### config.mk
export PLATFORM = sky130hd
export DESIGN_NAME = stereo_goniometer_plotter_top
export DESIGN_NICKNAME = d
export VERILOG_FILES = /design/src/sv/sgp_pkg.sv /design/src/sv/stereo_goniometer_plotter_top.sv /design/src/sv/sgp_front.sv /design/src/sv/sgp_queue.sv /design/src/sv/sgp_back.sv
export SDC_FILE = /design/constraint.sdc
export NUM_CORES = 2
export LEC_CHECK = 0
export ABC_CLOCK_PERIOD_IN_PS = 10110
export CORE_AREA = 2 2 242 244
export CTS_CLUSTER_SIZE = 8
export DETAILED_ROUTE_END_ITERATION = 10
export DIE_AREA = 0 0 244 246
export DONT_BUFFER_PORTS = 1
export PLACE_DENSITY = 0.79
export SLEW_MARGIN = 15
export SYNTH_ARGS = -nofsm -noshare
export SYNTH_HDL_FRONTEND = slang
export SYNTH_SLANG_ARGS = --single-unit
### constraint.sdc
create_clock -name clk -period 10.11 [get_ports clk]
set_clock_uncertainty 0.1 [all_clocks]
set_input_delay 2.5275 -clock clk [delete_from_list [all_inputs] [get_ports clk]]
set_output_delay 2.5275 -clock clk [all_outputs]
set_load 0.01 [all_outputs]
### src/sv/sgp_pkg.sv
// Shared types and constants for the stereo goniometer plotter.
`default_nettype none

package sgp_pkg;

    localparam int SampleW = 32;
    localparam int PeakW   = 31;
    localparam int QuotW   = 17;
    localparam int NormW   = 18;
    localparam int GainW   = 20;
    localparam int ProdW   = QuotW + GainW;
    localparam int ShiftQ  = 30;
    localparam int DivSteps = 17;

    // full scale in Q1.15
    localparam logic [QuotW-1:0] Unit = 17'd32768;
    // 0.7071 in Q15 times the radius of 28
    localparam logic [GainW-1:0] AxisGain = 20'd648760;
    localparam logic [6:0] CentreX = 7'd63;
    localparam logic signed [7:0] CentreY = 8'sd31;
    localparam logic [8:0] MaxDist = 9'd16;

    // register indexes on the configuration port
    localparam logic CfgPeakLeft  = 1'b0;
    localparam logic CfgPeakRight = 1'b1;

    typedef struct packed {
        logic [6:0]        x;
        logic signed [7:0] y;
        logic              last;
    } point_t;

endpackage

`default_nettype wire

### src/sv/stereo_goniometer_plotter_top.sv
// Top level of the stereo goniometer plotter: configuration registers and the front/back pipeline.
// A new sample pair is taken only after the last one is pushed; the pace is set by the 17-step
//   restoring dividers (one per channel, in parallel) plus normalize, multiply and hand-off steps.
// Path: the taken word is divided, normalized, multiplied, queued, then registered for out_valid.
// Reset (rst_n low, asynchronous): peaks return to 1, previous point is cleared,
//   queue and result register are emptied.
`default_nettype none

module stereo_goniometer_plotter_top (
    input  wire logic                 clk,
    input  wire logic                 rst_n,
    input  wire logic                 cfg_we,
    input  wire logic                 cfg_index,
    input  wire logic [30:0]          cfg_data,
    input  wire logic                 in_valid,
    output logic                      in_ready,
    input  wire logic signed [31:0]   left_sample,
    input  wire logic signed [31:0]   right_sample,
    input  wire logic                 last_in_frame,
    output logic                      out_valid,
    input  wire logic                 out_ready,
    output logic                      draw_line,
    output logic [6:0]                start_x,
    output logic signed [7:0]         start_y,
    output logic [6:0]                end_x,
    output logic signed [7:0]         end_y,
    output logic                      frame_end
);

    logic [sgp_pkg::PeakW-1:0] peak_left_reg, peak_right_reg;

    logic            f_valid, f_ready;
    sgp_pkg::point_t f_pt;
    logic            b_valid, b_ready;
    sgp_pkg::point_t b_pt;

    always_ff @(posedge clk or negedge rst_n)
    begin
        if (!rst_n)
        begin
            peak_left_reg  <= 31'd1;
            peak_right_reg <= 31'd1;
        end
        else if (cfg_we)
        begin
            unique case (cfg_index)
                sgp_pkg::CfgPeakLeft:  peak_left_reg  <= cfg_data;
                sgp_pkg::CfgPeakRight: peak_right_reg <= cfg_data;
                default: ;
            endcase
        end
    end

    sgp_front u_front (
        .clk           (clk),
        .rst_n         (rst_n),
        .in_valid      (in_valid),
        .in_ready      (in_ready),
        .left_sample   (left_sample),
        .right_sample  (right_sample),
        .last_in_frame (last_in_frame),
        .peak_left     (peak_left_reg),
        .peak_right    (peak_right_reg),
        .pt_valid      (f_valid),
        .pt_ready      (f_ready),
        .pt            (f_pt)
    );

    sgp_queue u_queue (
        .clk      (clk),
        .rst_n    (rst_n),
        .wr_valid (f_valid),
        .wr_ready (f_ready),
        .wr_data  (f_pt),
        .rd_valid (b_valid),
        .rd_ready (b_ready),
        .rd_data  (b_pt)
    );

    sgp_back u_back (
        .clk       (clk),
        .rst_n     (rst_n),
        .pt_valid  (b_valid),
        .pt_ready  (b_ready),
        .pt        (b_pt),
        .out_valid (out_valid),
        .out_ready (out_ready),
        .draw_line (draw_line),
        .start_x   (start_x),
        .start_y   (start_y),
        .end_x     (end_x),
        .end_y     (end_y),
        .frame_end (frame_end)
    );

endmodule

`default_nettype wire

### src/sv/sgp_front.sv
// Front end: accepts sample pairs, normalizes both channels and maps them to a pixel.
`default_nettype none

module sgp_front (
    input  wire logic                          clk,
    input  wire logic                          rst_n,
    input  wire logic                          in_valid,
    output logic                               in_ready,
    input  wire logic signed [31:0]            left_sample,
    input  wire logic signed [31:0]            right_sample,
    input  wire logic                          last_in_frame,
    input  wire logic [sgp_pkg::PeakW-1:0]     peak_left,
    input  wire logic [sgp_pkg::PeakW-1:0]     peak_right,
    output logic                               pt_valid,
    input  wire logic                          pt_ready,
    output sgp_pkg::point_t                    pt
);

    // state vector: idle, divide, normalize, multiply, push
    logic [2:0] state_reg, state_next;
    localparam logic [2:0] SIdle = 3'd0;
    localparam logic [2:0] SDiv  = 3'd1;
    localparam logic [2:0] SNorm = 3'd2;
    localparam logic [2:0] SMul  = 3'd3;
    localparam logic [2:0] SPush = 3'd4;

    logic [4:0] step_reg;

    logic [sgp_pkg::PeakW-1:0]  div_reg [2];
    logic [sgp_pkg::PeakW-1:0]  rem_reg [2];
    logic [sgp_pkg::QuotW-1:0]  low_reg [2];
    logic [sgp_pkg::QuotW-1:0]  quo_reg [2];
    logic                       neg_reg [2];
    logic                       sat_reg [2];
    logic                       last_reg;

    logic signed [sgp_pkg::NormW-1:0] diff_reg, sum_reg;
    logic [sgp_pkg::ProdW-1:0]        prod_x_reg, prod_y_reg;
    logic                             neg_x_reg, neg_y_reg;

    // accept-cycle values
    logic [31:0]               smp  [2];
    logic [sgp_pkg::PeakW-1:0] pin  [2];
    logic [31:0]               mag  [2];
    logic [sgp_pkg::PeakW-1:0] pdiv [2];
    logic                      sat  [2];

    // divide step
    logic [31:0] trial [2];
    logic [31:0] tsub  [2];
    logic        tge   [2];

    // normalize
    logic [sgp_pkg::QuotW-1:0]        qsat [2];
    logic signed [sgp_pkg::NormW-1:0] nval [2];

    // multiply
    logic [sgp_pkg::NormW-1:0] dabs, sabs;

    // pixel
    logic [6:0] rx, ry;

    logic accept;

    assign accept   = in_valid && in_ready;
    assign in_ready = (state_reg == SIdle);
    assign pt_valid = (state_reg == SPush);

    always_comb
    begin
        smp[0] = left_sample;
        smp[1] = right_sample;
        pin[0] = peak_left;
        pin[1] = peak_right;
        for (int c = 0; c < 2; c++)
        begin
            mag[c]  = smp[c][31] ? (~smp[c] + 32'd1) : smp[c];
            pdiv[c] = (pin[c] == '0) ? 31'd1 : pin[c];
            // quotient would reach 2^17 or more: saturate without dividing
            sat[c]  = {1'b0, mag[c]} >= {pdiv[c], 2'b00};

            trial[c] = {rem_reg[c], low_reg[c][sgp_pkg::QuotW-1]};
            tge[c]   = trial[c] >= {1'b0, div_reg[c]};
            tsub[c]  = trial[c] - {1'b0, div_reg[c]};

            qsat[c] = (sat_reg[c] || quo_reg[c] > sgp_pkg::Unit) ? sgp_pkg::Unit : quo_reg[c];
            nval[c] = neg_reg[c] ? -$signed({1'b0, qsat[c]}) : $signed({1'b0, qsat[c]});
        end
    end

    assign dabs = diff_reg[sgp_pkg::NormW-1] ? -diff_reg : diff_reg;
    assign sabs = sum_reg[sgp_pkg::NormW-1] ? -sum_reg : sum_reg;

    assign rx = prod_x_reg[sgp_pkg::ProdW-1:sgp_pkg::ShiftQ];
    assign ry = prod_y_reg[sgp_pkg::ProdW-1:sgp_pkg::ShiftQ];

    always_comb
    begin
        pt.last = last_reg;
        pt.x    = neg_x_reg ? (sgp_pkg::CentreX - rx) : (sgp_pkg::CentreX + rx);
        pt.y    = neg_y_reg ? (sgp_pkg::CentreY + $signed({1'b0, ry}))
                            : (sgp_pkg::CentreY - $signed({1'b0, ry}));
    end

    always_comb
    begin
        state_next = state_reg;
        unique case (state_reg)
            SIdle:
                if (accept)
                    state_next = SDiv;
            SDiv:
                if (step_reg == 5'(sgp_pkg::DivSteps - 1))
                    state_next = SNorm;
            SNorm:
                state_next = SMul;
            SMul:
                state_next = SPush;
            SPush:
                if (pt_ready)
                    state_next = SIdle;
            default:
                state_next = SIdle;
        endcase
    end

    always_ff @(posedge clk or negedge rst_n)
    begin
        if (!rst_n)
        begin
            state_reg <= SIdle;
            step_reg  <= '0;
        end
        else
        begin
            state_reg <= state_next;
            if (state_reg == SDiv)
                step_reg <= step_reg + 5'd1;
            else
                step_reg <= '0;
        end
    end

    always_ff @(posedge clk)
    begin
        if (accept)
        begin
            last_reg <= last_in_frame;
            for (int c = 0; c < 2; c++)
            begin
                neg_reg[c] <= smp[c][31];
                sat_reg[c] <= sat[c];
                div_reg[c] <= pdiv[c];
                rem_reg[c] <= {1'b0, mag[c][31:2]};
                low_reg[c] <= {mag[c][1:0], 15'd0};
                quo_reg[c] <= '0;
            end
        end
        else if (state_reg == SDiv)
        begin
            for (int c = 0; c < 2; c++)
            begin
                low_reg[c] <= {low_reg[c][sgp_pkg::QuotW-2:0], 1'b0};
                if (tge[c])
                begin
                    rem_reg[c] <= tsub[c][sgp_pkg::PeakW-1:0];
                    quo_reg[c] <= {quo_reg[c][sgp_pkg::QuotW-2:0], 1'b1};
                end
                else
                begin
                    rem_reg[c] <= trial[c][sgp_pkg::PeakW-1:0];
                    quo_reg[c] <= {quo_reg[c][sgp_pkg::QuotW-2:0], 1'b0};
                end
            end
        end

        if (state_reg == SNorm)
        begin
            diff_reg <= nval[0] - nval[1];
            sum_reg  <= nval[0] + nval[1];
        end

        if (state_reg == SMul)
        begin
            neg_x_reg  <= diff_reg[sgp_pkg::NormW-1];
            neg_y_reg  <= sum_reg[sgp_pkg::NormW-1];
            prod_x_reg <= dabs[sgp_pkg::QuotW-1:0] * sgp_pkg::AxisGain;
            prod_y_reg <= sabs[sgp_pkg::QuotW-1:0] * sgp_pkg::AxisGain;
        end
    end

endmodule

`default_nettype wire

### src/sv/sgp_queue.sv
// Two-word queue carrying pixel points from the front end to the back end.
`default_nettype none

module sgp_queue (
    input  wire logic            clk,
    input  wire logic            rst_n,
    input  wire logic            wr_valid,
    output logic                 wr_ready,
    input  wire sgp_pkg::point_t wr_data,
    output logic                 rd_valid,
    input  wire logic            rd_ready,
    output sgp_pkg::point_t      rd_data
);

    sgp_pkg::point_t mem_reg [2];
    logic       wptr_reg, rptr_reg;
    logic [1:0] count_reg, count_next;
    logic       push, pop;

    assign wr_ready = (count_reg != 2'd2);
    assign rd_valid = (count_reg != 2'd0);
    assign rd_data  = mem_reg[rptr_reg];
    assign push     = wr_valid && wr_ready;
    assign pop      = rd_valid && rd_ready;

    always_comb
    begin
        count_next = count_reg;
        if (push && !pop)
            count_next = count_reg + 2'd1;
        else if (pop && !push)
            count_next = count_reg - 2'd1;
    end

    always_ff @(posedge clk or negedge rst_n)
    begin
        if (!rst_n)
        begin
            wptr_reg  <= 1'b0;
            rptr_reg  <= 1'b0;
            count_reg <= '0;
        end
        else
        begin
            count_reg <= count_next;
            if (push)
                wptr_reg <= ~wptr_reg;
            if (pop)
                rptr_reg <= ~rptr_reg;
        end
    end

    always_ff @(posedge clk)
    begin
        if (push)
            mem_reg[wptr_reg] <= wr_data;
    end

endmodule

`default_nettype wire

### src/sv/sgp_back.sv
// Back end: decides line or pixel against the previous point and holds the result word.
`default_nettype none

module sgp_back (
    input  wire logic              clk,
    input  wire logic              rst_n,
    input  wire logic              pt_valid,
    output logic                   pt_ready,
    input  wire sgp_pkg::point_t   pt,
    output logic                   out_valid,
    input  wire logic              out_ready,
    output logic                   draw_line,
    output logic [6:0]             start_x,
    output logic signed [7:0]      start_y,
    output logic [6:0]             end_x,
    output logic signed [7:0]      end_y,
    output logic                   frame_end
);

    logic              have_prev_reg;
    logic [6:0]        prev_x_reg;
    logic signed [7:0] prev_y_reg;
    logic              out_valid_reg;

    logic signed [8:0] dx, dy;
    logic [7:0]        adx, ady;
    logic [8:0]        manhattan;
    logic              line;
    logic              pop;

    assign pt_ready  = !out_valid_reg || out_ready;
    assign pop       = pt_valid && pt_ready;
    assign out_valid = out_valid_reg;

    assign dx        = $signed({2'b00, pt.x}) - $signed({2'b00, prev_x_reg});
    assign dy        = $signed({pt.y[7], pt.y}) - $signed({prev_y_reg[7], prev_y_reg});
    assign adx       = dx[8] ? 8'(-dx) : dx[7:0];
    assign ady       = dy[8] ? 8'(-dy) : dy[7:0];
    assign manhattan = {1'b0, adx} + {1'b0, ady};
    assign line      = have_prev_reg && (manhattan <= sgp_pkg::MaxDist);

    always_ff @(posedge clk or negedge rst_n)
    begin
        if (!rst_n)
        begin
            out_valid_reg <= 1'b0;
            have_prev_reg <= 1'b0;
            prev_x_reg    <= '0;
            prev_y_reg    <= '0;
        end
        else
        begin
            if (pop)
            begin
                out_valid_reg <= 1'b1;
                // forget the previous point once the frame closes
                have_prev_reg <= !pt.last;
                prev_x_reg    <= pt.last ? 7'd0 : pt.x;
                prev_y_reg    <= pt.last ? 8'sd0 : pt.y;
            end
            else if (out_ready)
                out_valid_reg <= 1'b0;
        end
    end

    always_ff @(posedge clk)
    begin
        if (pop)
        begin
            draw_line <= line;
            start_x   <= line ? prev_x_reg : 7'd0;
            start_y   <= line ? prev_y_reg : 8'sd0;
            end_x     <= pt.x;
            end_y     <= pt.y;
            frame_end <= pt.last;
        end
    end

endmodule

`default_nettype wire

==> results.md <==
* Fin. Hold Viols at 0
* Setup Buffers After CTS at 0
* Initial Util at 59.7%
* CP Max Fanout at 5
* Vias in the first global route at between 20000 and 25000
* DRT Pass-1 Iters at 5
* Max Fclk at 123 MHz
* Max cap viols at 0
* # IOs at 136
* Min-delay src: u_front.last_reg
* Chip height at around 250 um
* Hold buffers post-CTS at 0
* Largest net degree at the start of global routing at 92
* Asr flop ratio synth at 24.4%
* DRC viols at 0
* Core area at approximately 0.057 mm^2
* Routed wire per std cell at 17.7 um
* #FFs+latches synth at 373
* Cell Area, Synth at ~0.034 mm^2
* Total Routed Length at 75700 um
* P&R area growth vs syn at 6.56%
* Distinct cells, synth at between 70 and 80
* Tmin final at 8.14 ns
* ANT cells at 0
* Cell mode on critical path: inv_1
* CTS max path bufs at 3
* Slowest-stage cell, CP: xor2_1
* Register area share after synthesis at 31.4%
* Fillers at ~4500
* Max stage delay on crit path at between 0.5 and 0.6 ns
* Crit path DAT at 8.37 ns
* Post-synthesis cell count at 3531
* CTS clk-pin slew, worst paths at about 0.05 ns
* Min-delay worst type: reg2reg
* Clk Latency, worst-skew pair at approximately 0.61 ns
* Overflow left after global routing at 0
* Unrepaired setup endpoints after global routing: false
* TNS Setup at 0 ns
* Top_reg_cell synth: edfxtp_1
* Yosys warnings at 0
* Setup violations, final at 0
* Total track usage at 25.3%
* Outcome: finished, final reports clean
* Root Buffer: clkbuf_16
* HPWL after detailed placement at about 60000 um
* R2r startpoint: u_front.diff_reg[0]
* Max_slew headroom at 24.6%
* Mean post-synth cell area at 9.70 um^2
* Period utilization at 80.5%
* CTS tree: built
* PostCTS Resize Cnt at 0
* Critical Path End Type: flip-flop
* DR vias/cell at 5.76
* GP Congestion at between 0.9 and 1
* Global-route wire length before repair at 123000 um
* Kind of critical path: reg2reg
* Slew @ Worst Pin at ~1.1 ns
* IO Port Bufs at 0
* Rows at between 80 and 90
* Via Count at 24700
* DRT iter0 DRCs at 1722
* Clock buffer count from CTS at between 50 and 60
* EDFF count, synth at 281
* Syn nets at 4294
* Nets at 4234
* CP Launch Type: flip-flop
* Slew Viols, Final at 0
* Die span in x at 244 um
* WP data required at approximately 10 ns
* CTS H-tree lvls at 2
* Ratio of cells with drive above 1 in the final layout at under 10%
* Post-route ant nets at 0
* Die area at 0.0600 mm^2
* Crit path launch: u_front.diff_reg[0]
* Clock sink count at 373
* Initial antenna violation count at 0
-- cell type report --
class / count / area [um^2] / share of cell area (%)
Multi-Input combinational cell: 2436 / 20800 / 57.1
Sequential cell: 373 / 10700 / 29.4
Clock inverter: 2 / 60.1 / 0.165
Timing Repair Buffer: 19 / 143 / 0.391
Clock buffer: 97 / 1550 / 4.26
Inverter: 588 / 2210 / 6.05
Tap cell: 765 / 957 / 2.62
-- routing by layer --
metal  wire length [um]  vias up  share of wire, %  track usage, %
li1                   -    11900                 -               -
met1              32400    12000                43            32.4
met2              36900      705                49            44.0
met3               4200      144               5.5            3.87
met4               2210        0               2.9            8.41
met5                  0        -                 0               0
-- worst paths after layout --
path                       depth (start not counted)                endpoint  slack [ns]
max in group asynchronous                          0        peak_left_reg[0]        8.18
min                                                0   u_queue.mem_reg[0][0]        0.35
max reg2reg                                       29  u_front.prod_x_reg[36]        1.97
min reg2reg                                        0   u_queue.mem_reg[0][0]        0.35
max                                               29  u_front.prod_x_reg[36]        1.97
min in group asynchronous                          0      peak_right_reg[13]        1.53
-- cell usage after synthesis (65+ instances only) --
| cell | number | share of area (%) |
|---|---|---|
| nor2_1 | 180 | 2.0 |
| edfxtp_1 | 281 | 25 |
| xor2_1 | 70 | 1.8 |
| o21ai_0 | 175 | 2.6 |
| dfrtp_1 | 89 | 6.5 |
| clkbuf_1 | 128 | 1.4 |
| inv_1 | 588 | 6.4 |
| ha_1 | 456 | 17 |
| a21oi_1 | 178 | 2.6 |
| a21o_1 | 65 | 1.4 |
| fa_1 | 205 | 12 |
| xnor2_1 | 192 | 4.9 |
| nand2_1 | 256 | 2.8 |
-- cell families (layout without fill, tap and decap cells) --
family                     after synthesis  count (layout)  synth area share (%)
DFF                                    373             373                  31.4
buffers and inverters                  722             706                  7.92
muxes                                   68              68                  2.17
AOI/OAI and AO/OA                      644             644                  11.8
adders and majority gates              663             663                  28.7
xor gates and xnor gates               262             262                  6.70
and+or+nand+nor                        799             799                  11.4
-- critical path: cells and delay by family (launching register included) --
family / cells / cell delay, ns
buffers and inverters: 6 / 0.63
adder cells (fa/ha/maj): 8 / 2.91
AND/OR/NAND/NOR: 4 / 0.92
flip-flops: 1 / 0.37
XOR/XNOR: 2 / 0.63
AO/OA/AOI/OAI: 9 / 2.35
-- cell usage in the layout, fill, tap and decap left out, types with 12 or more instances in the layout --
master	instances
xnor2_1	192
o41ai_1	15
fa_1	205
nand2_1	255
nor3_1	49
nor2b_1	35
nor4_1	23
o21bai_1	18
or3_1	25
buf_4	19
a21oi_1	178
clkbuf_16	55
and2_1	59
mux2i_1	18
o31ai_1	39
a21o_1	65
o21a_1	23
clkbuf_1	40
nand4_1	32
o21ai_0	175
ha_1	456
dfrtp_1	89
a211oi_1	12
nand3_1	33
edfxtp_1	281
xor2_1	70
inv_1	586
a31oi_1	31
nor2_1	179
mux2_2	50
or4_1	14
nand2b_1	47
-- through the flow --
stage / std cells / setup slack, ns / instance area, um^2 / hold slack, ns / util [%]
finish: 4280 / 1.97 / 36500 / 0.348 / 63.6
global route: 4280 / 1.53 / 36500 / 0.376 / 63.6
CTS: 4280 / 1.94 / 36500 / 0.347 / 63.6
detailed placement: 4181 / 1.95 / 34900 / 0.334 / 60.8
global placement: 4181 / 2.14 / 34900 / 0.323 / 60.8
floorplan: 3531 / 2.50 / 34200 / 0.321 / -
Power is left out: the tool's default activity adds up to more than one toggle a clock period on the data nets, which glitch-free logic cannot reach.
